--- config.mk ---
export PLATFORM = sky130hd
export DESIGN_NAME = rx_sequence_gap_tracker_top_flat
export DESIGN_NICKNAME = d
export VERILOG_FILES = /design/src/hdl/rsgt_pkg.sv /design/src/hdl/rsgt_if.sv /design/src/hdl/rx_sequence_gap_tracker_top.sv /design/src/hdl/rsgt_track.sv /design/src/hdl/rsgt_emit.sv /design/src/flat_wrapper.sv
export SDC_FILE = /design/constraint.sdc
export NUM_CORES = 1
export LEC_CHECK = 0
export BUFFER_PORTS_ARGS = -buffer_cell sky130_fd_sc_hd__buf_2
export CORE_MARGIN = 4
export CORE_UTILIZATION = 50
export CTS_CLUSTER_SIZE = 10
export DETAILED_ROUTE_END_ITERATION = 10
export GPL_ROUTABILITY_DRIVEN = 0
export HOLD_SLACK_MARGIN = 0.08
export PLACE_DENSITY_LB_ADDON = 0.15
export SYNTH_ARGS = -nofsm -noshare
export SYNTH_HDL_FRONTEND = slang
export SYNTH_SLANG_ARGS = --single-unit
--- constraint.sdc ---
create_clock -name clk_i -period 4.99 [get_ports clk_i]
set_input_delay 0.499 -clock clk_i [delete_from_list [all_inputs] [get_ports clk_i]]
set_output_delay 0.499 -clock clk_i [all_outputs]
set_load 0.02 [all_outputs]
--- src/hdl/rsgt_pkg.sv ---
// Shared types and constants for the receive sequence gap tracker.
// Used by the interfaces, the tracking stage, the result stage and the top level.
package rsgt_pkg;

  localparam int unsigned QueueDepth = 8;
  localparam int unsigned MaxPlaceholders = 8;

  localparam logic [7:0] DupGap = 8'hFF;

  localparam int unsigned CountW = 32;
  localparam int unsigned NodeW = 16;
  localparam int unsigned SeqW = 8;
  localparam int unsigned SlotW = 4;
  localparam int unsigned DataW = 16;

  // Configuration register indexes.
  typedef enum logic {
    CFG_LOCAL_NODE_ID = 1'b0,
    CFG_CONCEAL_LIMIT = 1'b1
  } cfg_idx_e;

  typedef enum logic {
    OP_PACKET  = 1'b0,
    OP_RESTART = 1'b1
  } op_e;

  typedef enum logic [2:0] {
    KIND_LOSS    = 3'd0,
    KIND_QUEUED  = 3'd1,
    KIND_DUP     = 3'd2,
    KIND_FULL    = 3'd3,
    KIND_OWN     = 3'd4,
    KIND_RESTART = 3'd5
  } kind_e;

  // One evaluated item as handed from the tracking stage to the result stage.
  typedef struct packed {
    kind_e             kind;
    logic [SlotW-1:0]  loss_cnt;
    logic [CountW-1:0] packets;
    logic [CountW-1:0] lost;
    logic [CountW-1:0] dropped;
  } rec_t;

endpackage

--- src/hdl/rsgt_if.sv ---
// Valid/ready channel interfaces for header items and result items.
// Depends on rsgt_pkg for field widths.
interface rsgt_in_if;
  import rsgt_pkg::*;
  logic             valid;
  logic             ready;
  logic             operation;
  logic [NodeW-1:0] sender_id;
  logic [SeqW-1:0]  sequence_req;
  logic [SlotW-1:0] queue_free;

  modport source (output valid, operation, sender_id, sequence_req, queue_free,
                  input ready);
  modport sink (input valid, operation, sender_id, sequence_req, queue_free,
                output ready);
endinterface

interface rsgt_out_if;
  import rsgt_pkg::*;
  logic              valid;
  logic              ready;
  logic [2:0]        kind;
  logic              last;
  logic [CountW-1:0] packets_count;
  logic [CountW-1:0] lost_count;
  logic [CountW-1:0] dropped_count;

  modport source (output valid, kind, last, packets_count, lost_count, dropped_count,
                  input ready);
  modport sink (input valid, kind, last, packets_count, lost_count, dropped_count,
                output ready);
endinterface

--- src/hdl/rx_sequence_gap_tracker_top.sv ---
// Receive sequence gap tracker, top level. A header is registered in the input
// register, evaluated combinationally against the sequence state and loaded
// into the result register. An item with n loss placeholders puts them out
// ahead of its final result, and the next header is taken in the cycle its
// final result leaves, so single-result items flow one per cycle while the
// output is ready. Reset (rst_ni, async low) clears tracking state, counters
// and sets the conceal limit to 2 and the local node id to 0.
module rx_sequence_gap_tracker_top (
  input  logic                       clk_i,
  input  logic                       rst_ni,
  input  logic                       cfg_we_i,
  input  logic                       cfg_idx_i,
  input  logic [rsgt_pkg::DataW-1:0] cfg_wdata_i,
  rsgt_in_if.sink                    in_if,
  rsgt_out_if.source                 out_if
);
  import rsgt_pkg::*;

  logic rec_valid;
  logic rec_take;
  rec_t rec;

  rsgt_track u_track (
    .clk_i       (clk_i),
    .rst_ni      (rst_ni),
    .cfg_we_i    (cfg_we_i),
    .cfg_idx_i   (cfg_idx_i),
    .cfg_wdata_i (cfg_wdata_i),
    .in_if       (in_if),
    .rec_valid_o (rec_valid),
    .rec_take_i  (rec_take),
    .rec_o       (rec)
  );

  rsgt_emit u_emit (
    .clk_i       (clk_i),
    .rst_ni      (rst_ni),
    .rec_valid_i (rec_valid),
    .rec_take_o  (rec_take),
    .rec_i       (rec),
    .out_if      (out_if)
  );

endmodule

--- src/hdl/rsgt_track.sv ---
// Tracking stage: input register, configuration registers, sequence state
// and the combinational gap evaluation. Depends on rsgt_pkg and rsgt_in_if.
module rsgt_track (
  input  logic                     clk_i,
  input  logic                     rst_ni,
  input  logic                     cfg_we_i,
  input  logic                     cfg_idx_i,
  input  logic [rsgt_pkg::DataW-1:0] cfg_wdata_i,
  rsgt_in_if.sink                  in_if,
  output logic                     rec_valid_o,
  input  logic                     rec_take_i,
  output rsgt_pkg::rec_t           rec_o
);
  import rsgt_pkg::*;

  logic [NodeW-1:0]  local_id_q;
  logic [SlotW-1:0]  conceal_q;

  logic              in_valid_q;
  logic              op_q;
  logic [NodeW-1:0]  sender_q;
  logic [SeqW-1:0]   seq_q;
  logic [SlotW-1:0]  free_q;

  logic              have_q, have_d;
  logic [SeqW-1:0]   last_seq_q, last_seq_d;
  logic [NodeW-1:0]  last_sender_q, last_sender_d;
  logic [CountW-1:0] packets_q, packets_d;
  logic [CountW-1:0] lost_q, lost_d;
  logic [CountW-1:0] dropped_q, dropped_d;

  logic              in_accept;
  logic              tracking;
  logic [SeqW-1:0]   gap;
  logic [SlotW-1:0]  limit;
  logic [SlotW-1:0]  room;
  logic [SlotW-1:0]  fit;
  logic [SlotW-1:0]  room_left;
  kind_e             kind;

  assign in_if.ready = !in_valid_q || rec_take_i;
  assign in_accept   = in_if.valid && in_if.ready;

  always_ff @(posedge clk_i or negedge rst_ni) begin
    if (!rst_ni) begin
      local_id_q <= '0;
      conceal_q  <= SlotW'(2);
    end else if (cfg_we_i) begin
      unique case (cfg_idx_e'(cfg_idx_i))
        CFG_LOCAL_NODE_ID: local_id_q <= cfg_wdata_i[NodeW-1:0];
        CFG_CONCEAL_LIMIT: conceal_q  <= cfg_wdata_i[SlotW-1:0];
        default: ;
      endcase
    end
  end

  always_ff @(posedge clk_i or negedge rst_ni) begin
    if (!rst_ni) begin
      in_valid_q <= 1'b0;
    end else if (in_accept) begin
      in_valid_q <= 1'b1;
    end else if (rec_take_i) begin
      in_valid_q <= 1'b0;
    end
  end

  always_ff @(posedge clk_i) begin
    if (in_accept) begin
      op_q     <= in_if.operation;
      sender_q <= in_if.sender_id;
      seq_q    <= in_if.sequence_req;
      free_q   <= in_if.queue_free;
    end
  end

  always_comb begin
    limit = (conceal_q > SlotW'(MaxPlaceholders)) ? SlotW'(MaxPlaceholders) : conceal_q;
    room  = (free_q > SlotW'(QueueDepth)) ? SlotW'(QueueDepth) : free_q;
    // A different sender than the one tracked starts a fresh sequence.
    tracking = have_q && (sender_q == last_sender_q);
    gap      = seq_q - last_seq_q - SeqW'(1);

    fit = '0;
    if (tracking && gap != '0 && gap <= SeqW'(limit)) begin
      fit = (gap[SlotW-1:0] < room) ? gap[SlotW-1:0] : room;
    end
    room_left = room - fit;

    have_d        = have_q;
    last_seq_d    = last_seq_q;
    last_sender_d = last_sender_q;
    packets_d     = packets_q;
    lost_d        = lost_q;
    dropped_d     = dropped_q;
    kind          = KIND_QUEUED;

    if (op_q == OP_RESTART) begin
      have_d = 1'b0;
      kind   = KIND_RESTART;
      fit    = '0;
    end else if (sender_q == local_id_q) begin
      kind = KIND_OWN;
      fit  = '0;
    end else if (tracking && gap == DupGap) begin
      dropped_d = dropped_q + CountW'(1);
      kind      = KIND_DUP;
      fit       = '0;
    end else begin
      if (tracking) begin
        lost_d = lost_q + CountW'(gap);
      end
      have_d        = 1'b1;
      last_seq_d    = seq_q;
      last_sender_d = sender_q;
      packets_d     = packets_q + CountW'(1);
      if (room_left != '0) begin
        kind = KIND_QUEUED;
      end else begin
        kind      = KIND_FULL;
        dropped_d = dropped_q + CountW'(1);
      end
    end
  end

  always_ff @(posedge clk_i or negedge rst_ni) begin
    if (!rst_ni) begin
      have_q        <= 1'b0;
      last_seq_q    <= '0;
      last_sender_q <= '0;
      packets_q     <= '0;
      lost_q        <= '0;
      dropped_q     <= '0;
    end else if (rec_take_i) begin
      have_q        <= have_d;
      last_seq_q    <= last_seq_d;
      last_sender_q <= last_sender_d;
      packets_q     <= packets_d;
      lost_q        <= lost_d;
      dropped_q     <= dropped_d;
    end
  end

  assign rec_valid_o      = in_valid_q;
  assign rec_o.kind       = kind;
  assign rec_o.loss_cnt   = fit;
  assign rec_o.packets    = packets_d;
  assign rec_o.lost       = lost_d;
  assign rec_o.dropped    = dropped_d;

endmodule

--- src/hdl/rsgt_emit.sv ---
// Result stage: holds one evaluated item and plays out its loss placeholders
// followed by the final result. Depends on rsgt_pkg and rsgt_out_if.
module rsgt_emit (
  input  logic           clk_i,
  input  logic           rst_ni,
  input  logic           rec_valid_i,
  output logic           rec_take_o,
  input  rsgt_pkg::rec_t rec_i,
  rsgt_out_if.source     out_if
);
  import rsgt_pkg::*;

  logic             res_valid_q;
  rec_t             rec_q;
  logic [SlotW-1:0] loss_left_q;
  logic             final_beat;
  logic             out_fire;

  assign final_beat = (loss_left_q == '0);
  assign out_fire   = res_valid_q && out_if.ready;
  // The register can reload in the same cycle its final result leaves.
  assign rec_take_o = rec_valid_i && (!res_valid_q || (out_fire && final_beat));

  always_ff @(posedge clk_i or negedge rst_ni) begin
    if (!rst_ni) begin
      res_valid_q <= 1'b0;
      loss_left_q <= '0;
    end else if (rec_take_o) begin
      res_valid_q <= 1'b1;
      loss_left_q <= rec_i.loss_cnt;
    end else if (out_fire) begin
      if (final_beat) begin
        res_valid_q <= 1'b0;
      end else begin
        loss_left_q <= loss_left_q - SlotW'(1);
      end
    end
  end

  always_ff @(posedge clk_i) begin
    if (rec_take_o) begin
      rec_q <= rec_i;
    end
  end

  assign out_if.valid         = res_valid_q;
  assign out_if.kind          = final_beat ? 3'(rec_q.kind) : 3'(KIND_LOSS);
  assign out_if.last          = final_beat;
  assign out_if.packets_count = rec_q.packets;
  assign out_if.lost_count    = rec_q.lost;
  assign out_if.dropped_count = rec_q.dropped;

endmodule
--- src/flat_wrapper.sv ---
// flat-port wrapper written by rule: the top's interface ports become plain ports
module rx_sequence_gap_tracker_top_flat import rsgt_pkg::*;
  (clk_i, rst_ni, cfg_we_i, cfg_idx_i, cfg_wdata_i, in_if_valid, in_if_operation, in_if_sender_id, in_if_sequence_req, in_if_queue_free, in_if_ready, out_if_valid, out_if_kind, out_if_last, out_if_packets_count, out_if_lost_count, out_if_dropped_count, out_if_ready);
  rsgt_in_if in_if_i ();
  rsgt_out_if out_if_i ();
  input  logic clk_i;
  input  logic rst_ni;
  input  logic cfg_we_i;
  input  logic cfg_idx_i;
  input  logic [rsgt_pkg::DataW-1:0] cfg_wdata_i;
  input wire logic [$bits(in_if_i.valid)-1:0] in_if_valid;
  input wire logic [$bits(in_if_i.operation)-1:0] in_if_operation;
  input wire logic [$bits(in_if_i.sender_id)-1:0] in_if_sender_id;
  input wire logic [$bits(in_if_i.sequence_req)-1:0] in_if_sequence_req;
  input wire logic [$bits(in_if_i.queue_free)-1:0] in_if_queue_free;
  output wire logic [$bits(in_if_i.ready)-1:0] in_if_ready;
  output wire logic [$bits(out_if_i.valid)-1:0] out_if_valid;
  output wire logic [$bits(out_if_i.kind)-1:0] out_if_kind;
  output wire logic [$bits(out_if_i.last)-1:0] out_if_last;
  output wire logic [$bits(out_if_i.packets_count)-1:0] out_if_packets_count;
  output wire logic [$bits(out_if_i.lost_count)-1:0] out_if_lost_count;
  output wire logic [$bits(out_if_i.dropped_count)-1:0] out_if_dropped_count;
  input wire logic [$bits(out_if_i.ready)-1:0] out_if_ready;
  assign in_if_i.valid = in_if_valid;
  assign in_if_i.operation = in_if_operation;
  assign in_if_i.sender_id = in_if_sender_id;
  assign in_if_i.sequence_req = in_if_sequence_req;
  assign in_if_i.queue_free = in_if_queue_free;
  assign in_if_ready = in_if_i.ready;
  assign out_if_valid = out_if_i.valid;
  assign out_if_kind = out_if_i.kind;
  assign out_if_last = out_if_i.last;
  assign out_if_packets_count = out_if_i.packets_count;
  assign out_if_lost_count = out_if_i.lost_count;
  assign out_if_dropped_count = out_if_i.dropped_count;
  assign out_if_i.ready = out_if_ready;
  rx_sequence_gap_tracker_top u_core (.clk_i(clk_i), .rst_ni(rst_ni), .cfg_we_i(cfg_we_i), .cfg_idx_i(cfg_idx_i), .cfg_wdata_i(cfg_wdata_i), .in_if(in_if_i), .out_if(out_if_i));
endmodule
==> run_results.csv <==
group,metric,value,unit
logic_synthesis,synth.most_common_cell,"nand2_1",
job,max_cap_viol_count,0,
worst_setup_path,path_cells,"ha_4, a211oi_4, nor3b_2, or2_4, inv_4, ha_4, a21oi_2, o21ai_1, a221o_1, or4_4, nor2_4, nand2_2, ha_4, nor2b_4, o21ai_2, and3_4, or4b_4, a31oi_4, nor3_4, buf_8, buf_12, nor2_4, mux2_4",
sta,timing.clock.skew,18.54,ps
logic_synthesis,netlist-cell-type-count,64,
logic_synthesis,synth_xor_xnor_area_share,0.1347,
worst_setup_path,cp.buffers_inverters,3,
clock_network,clock_path_buffers,3,
grt,grt_start_max_net_pins,102,
logic_synthesis,synthesis.area,0.01398,mm^2
logic_synthesis,ys_top_cells_by_area,"edfxtp_1 (27%), dfrtp_1 (26%), xor2_1 (6.9%)",
logic_synthesis,number_of_storage_elements_in_the_synthesis_netlist,275,
sta,post-route-worst-setup-slack,-279.3,ps
logic_synthesis,synth_enable_flop_cells,128,
grt,globalRouteTotalUtil,0.1897,
power,leakagePower,7.736,nW
hold_path,min-delay-path-class,"primary input to register",
final_layout,antennaDiodeCount,0,
logic_synthesis,synth-simple-area-share,0.1660,
grt,grt_pass1_wl,47710,um
logic_synthesis,yosysTopAreaCell,"edfxtp_1",
worst_setup_path,delay_of_the_slowest_cell_on_the_worst_path,520,ps
logic_synthesis,synth_area_per_cell,11.11,um^2
status,outcome,"complete, but fails checks",
clock_network,clk_lat_worst_skew,500,ps
route,count_of_tritonroute_iterations_in_the_first_routing_pass,5,
worst_setup_path,start_kind,"register",
worst_setup_path,worst-endpoint-arrival,5650,ps
final_layout,layout.cells.non_filler,1779,
floorplanning,design.die.area,0.03070,mm^2
clock_network,ctsHtreeMaxLevel,2,
sta,count_of_pins_over_their_slew_limit,0,
clock_network,tritoncts_sinks,275,
logic_synthesis,post_synthesis_compound_gate_area_fraction,0.03858,
logic_synthesis,synth_top_family_by_area,"simple AND/OR/NAND/NOR gates",
sta,post-route-period-util,1.056,
grt,gr-total-overflow,0,
logic_synthesis,ys.flop_type,"dfrtp_1",
clock_network,cts_tree,"done",
clock_network,clk_pin_slew_worst_paths,50,ps
clock_network,clk_root_buffer_cell,"clkbuf_16",
worst_setup_path,critPathMaxFanout,5,
sta,timing.max_slew.rel_slack,0.3068,
sta,setup_repair_after_global_routing_missed_its_margin,"yes",
worst_setup_path,critical-path-top-delay-family,"simple AND/OR/NAND/NOR gates",
placed_design,io_buffers,152,
grt,grt_pass1_vias,9146,
worst_setup_path,critical_path.endpoint_type,"register",
logic_synthesis,synth_seq_area_share,0.5382,
worst_setup_path,setup.worst_path.class,"register to register",
clock_network,numCtsBuffers,34,
logic_synthesis,async_flop_share,0.5345,
worst_setup_path,critPathRequiredTime,5370,ps
logic_synthesis,yosysTopAreaCellShare,0.2750,
sta,final.hold.worst_slack,176.8,ps
final_layout,nets,1463,
logic_synthesis,post_synth_mux_area_share,0.02086,
placed_design,dp_cells,1694,
final_layout,final_design_area_no_fill,0.01671,mm^2
grt,antenna_found_initial,0,
sta,min_period,5269,ps
route,antenna_left,0,
route,avgViaCountPerCell,5.187,
sta,max_clock_freq,0.1898,GHz
placed_design,dpl_cell_area,0.01482,mm^2
sta,tightest_slew,1037,ps
route,post_drt_wl_per_cell,16.43,um
final_layout,post_route_cells_drive_above_1_share,0.2793,
worst_setup_path,critPathSlowestCell,"or4b_4",
floorplanning,io_pins,153,
route,drc,0,
logic_synthesis,syn_inst,1258,
sta,final_hold_viol_count,0,
sta,setup_viol,65,
route,finalWirelength,29230,um
logic_synthesis,synthesis.yosys.warnings,0,
sta,final.setup.tns,-12380,ps
placed_design,hpwlAfterDp,19460,um
power,power.density_cell_area,424.7,mW/mm^2
worst_setup_path,cpMostUsedCell,"ha_4",
floorplanning,floorplan_die_height,175.2,um
logic_synthesis,syn_nets,1339,
floorplanning,initial_core_util,0.5129,
final_layout,synthToLayoutAreaGrowth,19.57,%
power,ir_worst_vdd,0.0003864,V
status,violations_in_the_final_reports,"setup timing",
floorplanning,floorplan.rows,60,
floorplanning,die-width,175.2,um
route,drt_iter0_drc,534,
route,dr_total_vias,9227,
logic_synthesis,synth_top_cells_by_count,"nand2_1 (169), dfrtp_1 (146), edfxtp_1 (128)",
logic_synthesis,yosys.area_share.adder,0.02793,
floorplanning,design.core.area,0.02725,mm^2
per-layer routing:
metal / vias to the layer above / wire (um) / global-route usage
li1: 4504 / - / -
met1: 4469 / 13540 / 0.2746
met2: 210 / 13720 / 0.3011
met3: 44 / 1396 / 0.03137
met4: 0 / 569 / 0.04714
met5: - / 0 / 0
cell usage in the layout (no fill, tap or decap), drive strengths merged, types with 30 or more instances in the layout:
| cell type | n |
|---|---|
| buf | 217 |
| nand2 | 169 |
| dfrtp | 146 |
| edfxtp | 128 |
| xor2 | 110 |
| xnor2 | 105 |
| clkbuf | 61 |
| nor2 | 58 |
| nor3 | 52 |
| nand3 | 48 |
| inv | 36 |
| o21ai | 33 |
| and3 | 30 |
sequential cells by signal (all words and copies together), names as in the netlist, 16 cells and up:
name                                cells
u_core.u_track.dropped_q               32
u_core.u_track.local_id_q              16
u_core.u_track.last_sender_q           16
u_core.u_track.packets_q               32
u_core.u_track.lost_q                  32
u_core.u_emit.out_if.lost_count        32
u_core.u_emit.out_if.dropped_count     32
u_core.u_track.sender_q                16
u_core.u_emit.out_if.packets_count     32
power breakdown:
part	internal [mW]	switching, mW
combinational	0.916	1.13
sequential	2.63	0.142
clock	1.39	0.889
final cells by class:
type | instances | area, um^2
multi-input cells | 814 | 6092
flip-flops and latches | 275 | 7523
well taps | 372 | 465.4
clock inverters | 2 | 13.76
inverters | 37 | 156.4
fillers | 2261 | 10540
clock buffers | 59 | 1028
repair buffers | 220 | 1434
logic make-up (layout without fill, tap and decap cells):
logic type,count (synthesis),count (layout)
AND/OR/NAND/NOR,461,461
adder cells (fa/ha/maj),30,30
buffers and inverters,169,318
AO/OA/AOI/OAI,82,82
multiplexers,26,26
flip-flops,275,275
XOR/XNOR,215,215
worst register-to-register path: stages, from the launching register on:
cell and delay [ps]:
edfxtp_1 440, ha_4 270, a211oi_4 310, nor3b_2 90, or2_4 270, inv_4 70
ha_4 200, a21oi_2 140, o21ai_1 110, a221o_1 370, or4_4 510, nor2_4 150
nand2_2 80, ha_4 280, nor2b_4 130, o21ai_2 70, and3_4 150, or4b_4 520
a31oi_4 180, nor3_4 80, buf_8 190, buf_12 150, nor2_4 100, mux2_4 300
path summary, 6_finish.rpt:
kind                                           start                      endpoint  slack [ps]  depth (start not counted)
setup / recovery             u_core.u_track.seq_q[1]   u_core.u_track.dropped_q[1]        -280                         23
hold / removal                   in_if_queue_free[0]      u_core.u_track.free_q[0]         180                          1
setup reg to reg             u_core.u_track.seq_q[1]   u_core.u_track.dropped_q[1]        -280                         23
hold reg to reg            u_core.u_track.lost_q[31]     u_core.u_track.lost_q[31]         490                          1
max in group asynchronous                     rst_ni  u_core.u_track.dropped_q[21]        3400                          3
min in group asynchronous                     rst_ni   u_core.u_track.packets_q[3]         490                          2
repair_timing:
item,CTS,global route
gates cloned,3,2
buffers inserted,17,5
pin swaps,21,38
resized for setup,53,70
hold buffers,1,0
endpoints found under the hold margin,45,0
endpoints found under the setup margin,65,65
through the flow:
stage	total power, mW	setup slack [ps]	util
2_1_floorplan	3.999	5.025	-
3_3_place_gp	4.526	-235.0	0.5438
3_5_place_dp	4.555	-410.0	0.5438
4_1_cts	7.009	-138.5	0.5989
5_1_grt	7.501	-464.0	0.6133
6_report	7.098	-279.3	0.6133
Note: power is estimated with default switching activity, not from simulation.
